$ cat src/design/hgld_pkg.sv
// shared types and defaults for the hex grid line drawer
// no dependencies; imported by every design file
package hgld_pkg;

    localparam int COORD_BITS_DEF = 5;

    typedef struct packed {
        logic capture;
        logic init;
        logic advance;
    } t_dp_cmd;

    typedef struct packed {
        logic last;
    } t_dp_stat;

endpackage

$ cat src/design/hgld_ctrl.sv
// sequencer for the hex grid line drawer: handshakes and datapath commands
// depends on hgld_pkg
module hgld_ctrl (
    input  logic              i_clk,
    input  logic              i_rst_n,
    input  logic              i_valid,
    output logic              o_stall,
    output logic              o_valid,
    input  logic              i_stall,
    output hgld_pkg::t_dp_cmd o_cmd,
    input  hgld_pkg::t_dp_stat i_stat
);
    import hgld_pkg::*;

    localparam logic [1:0] ST_IDLE  = 2'd0;
    localparam logic [1:0] ST_SETUP = 2'd1;
    localparam logic [1:0] ST_EMIT  = 2'd2;

    logic [1:0] r_state;
    logic [1:0] n_state;

    always_comb begin
        n_state = r_state;
        case (r_state)
            ST_IDLE: begin
                if (i_valid) n_state = ST_SETUP;
            end
            ST_SETUP: begin
                n_state = ST_EMIT;
            end
            ST_EMIT: begin
                if (!i_stall && i_stat.last) n_state = ST_IDLE;
            end
            default: begin
                n_state = ST_IDLE;
            end
        endcase
    end

    always_ff @(posedge i_clk) begin
        if (!i_rst_n) begin
            r_state <= ST_IDLE;
        end else begin
            r_state <= n_state;
        end
    end

    assign o_stall        = (r_state != ST_IDLE);
    assign o_valid        = (r_state == ST_EMIT);
    assign o_cmd.capture  = (r_state == ST_IDLE) && i_valid;
    assign o_cmd.init     = (r_state == ST_SETUP);
    assign o_cmd.advance  = (r_state == ST_EMIT) && !i_stall && !i_stat.last;

endmodule

$ cat src/design/hgld_dp.sv
// datapath: hex distance, incremental cube rounding and axial output
// depends on hgld_pkg; driven by hgld_ctrl commands
module hgld_dp #(
    parameter int COORD_BITS = hgld_pkg::COORD_BITS_DEF
) (
    input  logic                         i_clk,
    input  hgld_pkg::t_dp_cmd            i_cmd,
    input  logic signed [COORD_BITS-1:0] i_start_q,
    input  logic signed [COORD_BITS-1:0] i_start_r,
    input  logic signed [COORD_BITS-1:0] i_end_q,
    input  logic signed [COORD_BITS-1:0] i_end_r,
    output hgld_pkg::t_dp_stat           o_stat,
    output logic signed [COORD_BITS-1:0] o_point_q,
    output logic signed [COORD_BITS-1:0] o_point_r
);
    import hgld_pkg::*;

    localparam int NW = COORD_BITS + 1;
    localparam int DW = COORD_BITS + 2;
    localparam int EW = COORD_BITS + 4;

    logic signed [COORD_BITS-1:0] r_aq, r_ar, r_bq, r_br;
    logic        [NW-1:0]         r_n;
    logic        [NW-1:0]         r_step;
    logic signed [DW-1:0]         r_d [3];
    logic signed [DW-1:0]         r_rnd [3];
    logic signed [EW-1:0]         r_err [3];

    logic signed [DW-1:0] w_a [3];
    logic signed [DW-1:0] w_b [3];
    logic signed [DW-1:0] w_dd [3];
    logic        [DW-1:0] w_mag [3];
    logic        [DW-1:0] w_max;
    logic signed [EW:0]   w_n2;
    logic signed [EW-1:0] w_e1 [3];
    logic signed [EW:0]   w_twice [3];
    logic signed [EW-1:0] n_err [3];
    logic signed [DW-1:0] n_rnd [3];
    logic        [EW-1:0] w_abs [3];
    logic                 w_fix_q, w_fix_r;

    // cube coordinates of start and end
    always_comb begin
        w_a[0] = DW'(r_aq);
        w_a[1] = DW'(r_ar);
        w_a[2] = -w_a[0] - w_a[1];
        w_b[0] = DW'(r_bq);
        w_b[1] = DW'(r_br);
        w_b[2] = -w_b[0] - w_b[1];
        for (int k = 0; k < 3; k++) begin
            w_dd[k]  = w_b[k] - w_a[k];
            w_mag[k] = w_dd[k][DW-1] ? DW'(-w_dd[k]) : DW'(w_dd[k]);
        end
        w_max = w_mag[0];
        if (w_mag[1] > w_max) w_max = w_mag[1];
        if (w_mag[2] > w_max) w_max = w_mag[2];
    end

    // one interpolation step: error += d, then at most one carry each way
    always_comb begin
        w_n2 = (EW+1)'(r_n);
        for (int k = 0; k < 3; k++) begin
            w_e1[k]    = r_err[k] + EW'(r_d[k]);
            w_twice[k] = {w_e1[k], 1'b0};
            n_err[k]   = w_e1[k];
            n_rnd[k]   = r_rnd[k];
            if (w_twice[k] >= w_n2) begin
                n_err[k] = w_e1[k] - EW'(r_n);
                n_rnd[k] = r_rnd[k] + DW'(1);
            end else if (w_twice[k] < -w_n2) begin
                n_err[k] = w_e1[k] + EW'(r_n);
                n_rnd[k] = r_rnd[k] - DW'(1);
            end
        end
    end

    always_ff @(posedge i_clk) begin
        if (i_cmd.capture) begin
            r_aq <= i_start_q;
            r_ar <= i_start_r;
            r_bq <= i_end_q;
            r_br <= i_end_r;
        end
        if (i_cmd.init) begin
            r_n    <= w_max[NW-1:0];
            r_step <= '0;
            for (int k = 0; k < 3; k++) begin
                r_d[k]   <= w_dd[k];
                r_rnd[k] <= w_a[k];
                r_err[k] <= '0;
            end
        end else if (i_cmd.advance) begin
            r_step <= r_step + NW'(1);
            for (int k = 0; k < 3; k++) begin
                r_rnd[k] <= n_rnd[k];
                r_err[k] <= n_err[k];
            end
        end
    end

    // largest rounding error gets rebuilt from the other two
    always_comb begin
        for (int k = 0; k < 3; k++) begin
            w_abs[k] = r_err[k][EW-1] ? EW'(-r_err[k]) : EW'(r_err[k]);
        end
        w_fix_q = (w_abs[0] > w_abs[1]) && (w_abs[0] > w_abs[2]);
        w_fix_r = !w_fix_q && (w_abs[1] > w_abs[2]);
    end

    logic signed [DW-1:0] w_pq, w_pr;

    assign w_pq = w_fix_q ? (-r_rnd[1] - r_rnd[2]) : r_rnd[0];
    assign w_pr = w_fix_r ? (-r_rnd[0] - r_rnd[2]) : r_rnd[1];

    assign o_point_q   = w_pq[COORD_BITS-1:0];
    assign o_point_r   = w_pr[COORD_BITS-1:0];
    assign o_stat.last = (r_step == r_n);

endmodule

$ cat src/design/hex_grid_line_draw.sv
// top level of the hex grid line drawer
// depends on hgld_pkg, hgld_ctrl, hgld_dp
//
// usage
//   input channel: i_valid / o_stall with i_start_q, i_start_r, i_end_q,
//   i_end_r in axial coordinates; a beat is taken when i_valid is high and
//   o_stall is low. the block takes one request at a time.
//   output channel: o_valid / i_stall with o_point_q, o_point_r and
//   o_last_point; one beat per cell from start to end, N+1 beats where N is
//   the hex distance, the end cell marked by o_last_point.
//   timing: after the request beat the sequencer passes a setup state, and
//   the first cell shows in the emit state; then one cell per cycle while
//   i_stall is low; the per-cell interpolation loop sets a request's length.
//   a stall freezes the current cell on the outputs until it is taken.
//   reset (i_rst_n low, synchronous) returns the sequencer to idle with
//   o_valid low and o_stall low.
module hex_grid_line_draw #(
    parameter int COORD_BITS = hgld_pkg::COORD_BITS_DEF
) (
    input  logic                         i_clk,
    input  logic                         i_rst_n,
    input  logic                         i_valid,
    output logic                         o_stall,
    input  logic signed [COORD_BITS-1:0] i_start_q,
    input  logic signed [COORD_BITS-1:0] i_start_r,
    input  logic signed [COORD_BITS-1:0] i_end_q,
    input  logic signed [COORD_BITS-1:0] i_end_r,
    output logic                         o_valid,
    input  logic                         i_stall,
    output logic signed [COORD_BITS-1:0] o_point_q,
    output logic signed [COORD_BITS-1:0] o_point_r,
    output logic                         o_last_point
);
    import hgld_pkg::*;

    t_dp_cmd  w_cmd;
    t_dp_stat w_stat;

    hgld_ctrl u_ctrl (
        .i_clk   (i_clk),
        .i_rst_n (i_rst_n),
        .i_valid (i_valid),
        .o_stall (o_stall),
        .o_valid (o_valid),
        .i_stall (i_stall),
        .o_cmd   (w_cmd),
        .i_stat  (w_stat)
    );

    hgld_dp #(
        .COORD_BITS (COORD_BITS)
    ) u_dp (
        .i_clk     (i_clk),
        .i_cmd     (w_cmd),
        .i_start_q (i_start_q),
        .i_start_r (i_start_r),
        .i_end_q   (i_end_q),
        .i_end_r   (i_end_r),
        .o_stat    (w_stat),
        .o_point_q (o_point_q),
        .o_point_r (o_point_r)
    );

    assign o_last_point = w_stat.last;

endmodule

$ cat config.mk
export PLATFORM = sky130hd
export DESIGN_NAME = hex_grid_line_draw
export DESIGN_NICKNAME = d
export VERILOG_FILES = /design/src/design/hgld_pkg.sv /design/src/design/hgld_ctrl.sv /design/src/design/hgld_dp.sv /design/src/design/hex_grid_line_draw.sv
export SDC_FILE = /design/constraint.sdc
export NUM_CORES = 1
export LEC_CHECK = 0
export ABC_AREA = 1
export ABC_CLOCK_PERIOD_IN_PS = 4800
export BUFFER_PORTS_ARGS = -buffer_cell sky130_fd_sc_hd__buf_2
export CORE_AREA = 2 2 143 145
export CTS_CLUSTER_DIAMETER = 60
export DETAILED_ROUTE_END_ITERATION = 8
export DIE_AREA = 0 0 145 147
export PLACE_DENSITY = 0.83
export SLEW_MARGIN = 20
export SYNTH_ARGS = -nofsm -noshare
export SYNTH_HDL_FRONTEND = slang
export SYNTH_HIERARCHICAL = 1
export SYNTH_SLANG_ARGS = --single-unit
export TNS_END_PERCENT = 100
$ cat constraint.sdc
create_clock -name i_clk -period 4.8 [get_ports i_clk]
set_input_delay 1.44 -clock i_clk [delete_from_list [all_inputs] [get_ports i_clk]]
set_output_delay 1.44 -clock i_clk [all_outputs]
set_load 0.005 [all_outputs]
# ---- Word level (Yosys, flattened, before mapping)
# Memory sizes are Yosys's and may differ from the RTL's.
# Cells that the tools add are included.
# W data, S select, Z words.
dict set report totals {
  wordCells 114
  memories 3
  output_inout_bits 13
  inputBits 24
  mem_bits_rw 69
  ff_bits 34
}
dict set report op_classes {
  bitwise_logic 6
  add_sub_neg 34
  n_mux 36
  order_cmp 11
  eq_ne 5
  reduce_logical 12
}
# memory words word_bits rd rd_ports_with_merged_regs write_ports line_no
set mem_list {}
lappend mem_list {u_dp.r_err 3 9 3 0 3 hgld_dp.sv:27} ;# logic signed [EW-1:0] r_err [3];
lappend mem_list {u_dp.r_d 3 7 3 0 3 hgld_dp.sv:25} ;# logic signed [DW-1:0] r_d [3];
lappend mem_list {u_dp.r_rnd 3 7 3 0 3 hgld_dp.sv:26} ;# logic signed [DW-1:0] r_rnd [3];
# op count
set op_table {}
lappend op_table {{$mux W9} 12}
lappend op_table {{$mux W7} 13}
lappend op_table {{$ge A10 B7 Y1} 3}
lappend op_table {{$lt A10 B10 Y1} 3}
lappend op_table {{$add A9 B6 Y9} 3}
lappend op_table {{$add A9 B7 Y9} 3}
lappend op_table {{$gt A9 B9 Y1} 3}
lappend op_table {{$neg A9 Y9} 3}
lappend op_table {{$sub A9 B6 Y9} 3}
lappend op_table {{$add A7 B2 Y7 const B} 3}
lappend op_table {{$neg A7 Y7} 3}
lappend op_table {{$sub A7 B2 Y7 const B} 3}
lappend op_table {{$gt A7 B7 Y1} 2}
lappend op_table {{$neg A5 Y7} 2}
lappend op_table {{$sub A7 B5 Y7} 2}
lappend op_table {{$sub A5 B5 Y6} 2}
lappend op_table {{$mux W5} 2}
lappend op_table {{$neg A5 Y5} 2}
lappend op_table {{$neg A6 Y10} 1}
lappend op_table {{$sub A5 B5 Y5} 2}
lappend op_table {{$sub A7 B7 Y7} 1}
lappend op_table {{$add A6 B1 Y6 const B} 1}
lappend op_table {{$eq A6 B6 Y1} 1}
lappend op_table {{$logic_and A1 B1 Y1} 6}
lappend op_table {{other kinds (13)} 25}

# ---- Depth between registers and ports, before layout
# An unclocked memory read counts as a cell.
dict set report depth {
  word_depth 8
  depth_mapped 34
  ltp_nobuf 34
}

# ---- Modules after synthesis
# The synthesis kept the hierarchy.
# module area_per_inst_um2 n_inst cells_per_inst seq_area_each_um2
set modules_own_cells {}
lappend modules_own_cells {hgld_dp 11285.8 1 1428 2732.6}
lappend modules_own_cells {hgld_ctrl 125.1 1 18 40.0}

# ---- Worst setup path after synthesis
# No wires, ideal clock.
dict set report synth_path {
  kind {register to register}
  start {reg u_dp.r_aq[1]}
  end {reg u_dp.r_n[1] (data pin)}
  setup_slack_ns -0.123
  synth_period_minus_slack_ns 4.923
  path_stages_with_launch 32
  arrival_ns 4.671
  required_ns 4.548
  path_buffers 0
  path_cell_list {edfxtp_1 ha_1 inv_1 ha_1 inv_1 fa_1 nor2_1 o21ai_0 nand2_1 xor2_1 fa_1 inv_1 ha_1 ha_1 a21oi_1 o21ai_0 nor2_1 inv_1 nand3_1 nand2_1 inv_1 o31ai_1 xor2_1 inv_1 ha_1 nand2_1 nor2_1 nand2_1 nand2_2 nand2_4 nand2_1 nand2_1}
}
# element line_no
set synth_lines {}
lappend synth_lines {{start, declared} hgld_dp.sv:22} ;# logic signed [COORD_BITS-1:0] r_aq, r_ar, r_bq, r_br;
lappend synth_lines {{start signal, assigned} hgld_dp.sv:79} ;# r_aq <= i_start_q;
lappend synth_lines {{end signal, assigned} hgld_dp.sv:85} ;# r_n <= w_max[NW-1:0];
lappend synth_lines {{end, declared} hgld_dp.sv:23} ;# logic [NW-1:0] r_n;

==> out/metrics.json <==
{
  "global_route": {
    "grt_pass1_wl_um": 49100,
    "grtUsageTotal_pct": 28.7,
    "grt.busiest_layer": "met2",
    "grt_pass1_vias": 10100,
    "met3_usage_pct": 4.41,
    "antenna_found_initial": 0,
    "grt_use_met1_pct": 36.8,
    "met2_usage_pct": 48.7,
    "grt_max_degree": 38,
    "grt_overflow": 0
  },
  "route": {
    "detail_route.drc_violations": 0,
    "totalWireLength_um": 32000,
    "routed_via_density": 5.72,
    "drt-pass1-iter-count": 5,
    "number_of_vias_in_the_routed_layout": 10400,
    "detail_route.wl_per_cell_um": 17.5,
    "drtIter0Drc": 933,
    "antenna_left": 0
  },
  "worst_setup_path": {
    "crit_path_max_fanout": 7,
    "worstSetupPathType": "reg2reg",
    "worst_setup_path_end_kind": "register",
    "critPathLaunchType": "register",
    "cp_data_required_time_ps": 4910,
    "critPathArrivalTime_ps": 5390,
    "slowest_delay_ps": 450,
    "crit_path_top_delay_cell": "sky130_fd_sc_hd__fa_1",
    "worst_r2r_path_depth": 23,
    "worstPathCellList": "ha_1, inv_1, ha_2, inv_2, fa_2, xor2_2, fa_1, ha_1, ha_1, a21oi_1, o21ai_0, xor2_1, o31ai_2, xor2_1, inv_1, ha_4, nand2_4, nor2_4, nand2_2, nand2_4, nand2_4, nand2_2, nand2_1"
  },
  "die": {
    "starting_density_of_the_core_pct": 57.5,
    "core_um2": 19800,
    "num_io_pins": 37,
    "die_width_um": 145,
    "die_area_um2": 21300,
    "die_height_um": 147,
    "floorplan.rows": 52
  },
  "layout": {
    "num-fill-cells": 1553,
    "fin_nets": 1795,
    "area_delta_synth_final_pct": 14.6,
    "final-instance-count-excl-fill": 1821,
    "antennaDiodeCount": 0,
    "post-route-cell-area_um2": 13100,
    "drive_gt1_share_pct": 16.4
  },
  "cts": {
    "cts_tree": "built",
    "clk_transition_reported_paths_ps": 70,
    "cts_root_buffer": "sky130_fd_sc_hd__clkbuf_16",
    "clock_latency_ps": 360,
    "cts.sinks": 95,
    "cts_htree_levels": 3,
    "total_clock_buffers_created_by_cts": 9,
    "cts_max_path_buffers": 2
  },
  "sta": {
    "finalSetupViolations": 7,
    "final_period_minus_worst_setup_slack_ps": 5280,
    "skew_ps": 10.2,
    "timing.fmax_ghz": 0.189,
    "ratio_of_final_minimum_period_to_clock_period_pct": 110,
    "finalHoldViolCount": 0,
    "slew-limit-headroom_pct": 36.5,
    "drv_slew": 0,
    "fin_hold_ws_ps": 533,
    "postLayoutSetupSlackWorst_ps": -479,
    "grt_setup_unrepaired": "true",
    "worst_pin_slew_ps": 951
  },
  "power": {
    "total_leakage_power_nw": 6.47,
    "power_report.internal_total_w": 0.00403,
    "power_switching_share_pct": 51.8,
    "clock_power_share_pct": 8.9,
    "p_seq_share_pct": 14.8,
    "peakVddDrop_v": 0.000877,
    "power.combinational.fraction_pct": 76.3,
    "power_per_cell_area_nw_per_um2": 639,
    "power.switching_w": 0.00433
  },
  "logic_synthesis": {
    "synth-edff-count": 87,
    "ys_seq_elements": 95,
    "ys_dominant_reg_cell": "sky130_fd_sc_hd__edfxtp_1",
    "avgSynthCellArea_um2": 7.89,
    "syn-instance-count": 1446,
    "yosysWarningCount": 6,
    "synth_common_cells": "248 x sky130_fd_sc_hd__nand2_1, 242 x sky130_fd_sc_hd__inv_1, 201 x sky130_fd_sc_hd__ha_1",
    "synth_top_area_share_pct": 22.9,
    "synthArstFlopShare_pct": 0,
    "post_synth_instance_area_um2": 11400,
    "most_frequently_used_cell_type_in_the_post_synthesis_netlist": "sky130_fd_sc_hd__nand2_1",
    "distinct_cell_type_count_after_synthesis": 52,
    "synth_top_area_cells": "sky130_fd_sc_hd__edfxtp_1 23%, sky130_fd_sc_hd__ha_1 22%, sky130_fd_sc_hd__nand2_1 8.2%",
    "yosys.area.top_type": "sky130_fd_sc_hd__edfxtp_1",
    "synth_sequential_area_ratio_pct": 24.3
  },
  "hold_path": {
    "timing.hold.worst.class": "reg2reg",
    "hold_path_depth": 2
  },
  "status": {
    "run_status": "complete, but fails checks",
    "failed_checks": "negative setup slack"
  },
  "place": {
    "place_inst": 1783,
    "gp_routability_congestion": 0.955,
    "dp.final_hpwl_um": 24200,
    "placed_cell_area_um2": 12200,
    "number_of_port_buffers": 36
  },
  "run": {
    "drv_cap": 0
  }
}
placed cells by master (no fill, tap or decap), types with 7 or more instances in the layout:
cell type / instances
sky130_fd_sc_hd__xor2_2: 8
sky130_fd_sc_hd__nand3_1: 54
sky130_fd_sc_hd__nand3_2: 9
sky130_fd_sc_hd__fa_1: 22
sky130_fd_sc_hd__nand2_4: 9
sky130_fd_sc_hd__ha_1: 192
sky130_fd_sc_hd__o21bai_1: 14
sky130_fd_sc_hd__o31ai_1: 7
sky130_fd_sc_hd__or2_2: 8
sky130_fd_sc_hd__o21ai_0: 58
sky130_fd_sc_hd__inv_2: 19
sky130_fd_sc_hd__nand2_1: 237
sky130_fd_sc_hd__inv_1: 230
sky130_fd_sc_hd__nor3_1: 24
sky130_fd_sc_hd__buf_2: 36
sky130_fd_sc_hd__xnor2_1: 19
sky130_fd_sc_hd__nand2_2: 26
sky130_fd_sc_hd__nor2_1: 77
sky130_fd_sc_hd__a31oi_1: 7
sky130_fd_sc_hd__o21ai_2: 9
sky130_fd_sc_hd__a21oi_1: 120
sky130_fd_sc_hd__dfxtp_1: 8
sky130_fd_sc_hd__buf_4: 64
sky130_fd_sc_hd__o21ai_1: 19
sky130_fd_sc_hd__xor2_1: 68
sky130_fd_sc_hd__edfxtp_1: 87
sky130_fd_sc_hd__nand4_1: 12
sky130_fd_sc_hd__clkbuf_16: 9
metal layers:
| layer | up-vias | part of all wire, % |
|---|---|---|
| li1 | 5028 | - |
| met5 | - | 0 |
| met3 | 83 | 7.2 |
| met4 | 0 | 3.7 |
| met1 | 4901 | 41 |
| met2 | 405 | 48 |
timing repair:
| action | CTS | global route |
|---|---|---|
| buffers inserted | 9 | 14 |
| hold buffers | 0 | 0 |
| setup endpoints to repair | 16 | 17 |
| hold endpoints to repair | 0 | 0 |
| pin swaps | 8 | 42 |
| gates cloned | 0 | 1 |
| gates resized for setup | 25 | 75 |
cell families (layout without fill, tap and decap cells):
| group | count (synthesis) | count (layout) | synth area share, % |
|---|---|---|---|
| simple gates | 494 | 494 | 19.5 |
| compound gates | 270 | 270 | 13.6 |
| buf+inv | 265 | 369 | 8.98 |
| fa+ha+maj | 224 | 224 | 26.1 |
| xor+xnor | 96 | 96 | 7.57 |
| flops | 95 | 95 | 24.3 |
| other cells | 2 | 3 | 0.0658 |
cell type report:
| cell class | count | area (um^2) | area share (%) |
|---|---|---|---|
| inverters | 250 | 941 | 7.20 |
| clock inverters | 6 | 70.1 | 0.536 |
| multi-input cells | 1087 | 8020 | 61.4 |
| repair buffers | 104 | 706 | 5.40 |
| well taps | 270 | 338 | 2.58 |
| clock buffers | 9 | 225 | 1.72 |
| flip-flops and latches | 95 | 2770 | 21.2 |
final timing paths:
kind,from,endpoint,slack [ps]
worst max-delay path,u_dp/r_ar[1],u_dp/r_n[0],-480
worst min-delay path,u_ctrl/r_state[0],u_ctrl/r_state[1],530
worst max register to register,u_dp/r_ar[1],u_dp/r_n[0],-480
worst min register to register,u_ctrl/r_state[0],u_ctrl/r_state[1],530
worst max-delay path, delay by kind of cell (launching register included):
kind	cells	cell delay, ps
adders and majority gates	7	2300
xor gates and xnor gates	3	670
buffers and inverters	3	240
AOI/OAI and AO/OA	3	770
DFF	1	390
and+or+nand+nor	7	660
sequential cells by signal, summed over array words and instances, names as in the netlist:
name	count
u_dp/r_err	27
u_dp/r_ar	5
u_dp/r_d	19
u_dp/r_rnd	15
u_ctrl/r_state	2
u_dp/r_bq	5
u_dp/r_step	6
u_dp/r_n	6
u_dp/r_aq	5
u_dp/r_br	5
metrics by stage:
step | utilization [%] | total power (W) | TNS [ps] | setup WS [ps]
5_1_grt | 65.9 | 0.00902 | -4540 | -651
6_report | 65.9 | 0.00836 | -2800 | -479
3_3_place_gp | 61.5 | 0.00639 | -896 | -152
2_1_floorplan | - | 0.00512 | 0 | 10.5
3_5_place_dp | 61.5 | 0.00659 | -1790 | -312
4_1_cts | 63.8 | 0.00761 | -800 | -142
power groups by stage:
stage | clock network (W) | registers [W] | logic (W)
floorplan | 0 | 0.00120 | 0.00392
global placement | 0 | 0.00124 | 0.00515
detailed placement | 0 | 0.00125 | 0.00534
CTS | 0.000754 | 0.00123 | 0.00563
global route | 0.000778 | 0.00124 | 0.00700
finish | 0.000744 | 0.00124 | 0.00637
(Power assumes the default switching activity.)
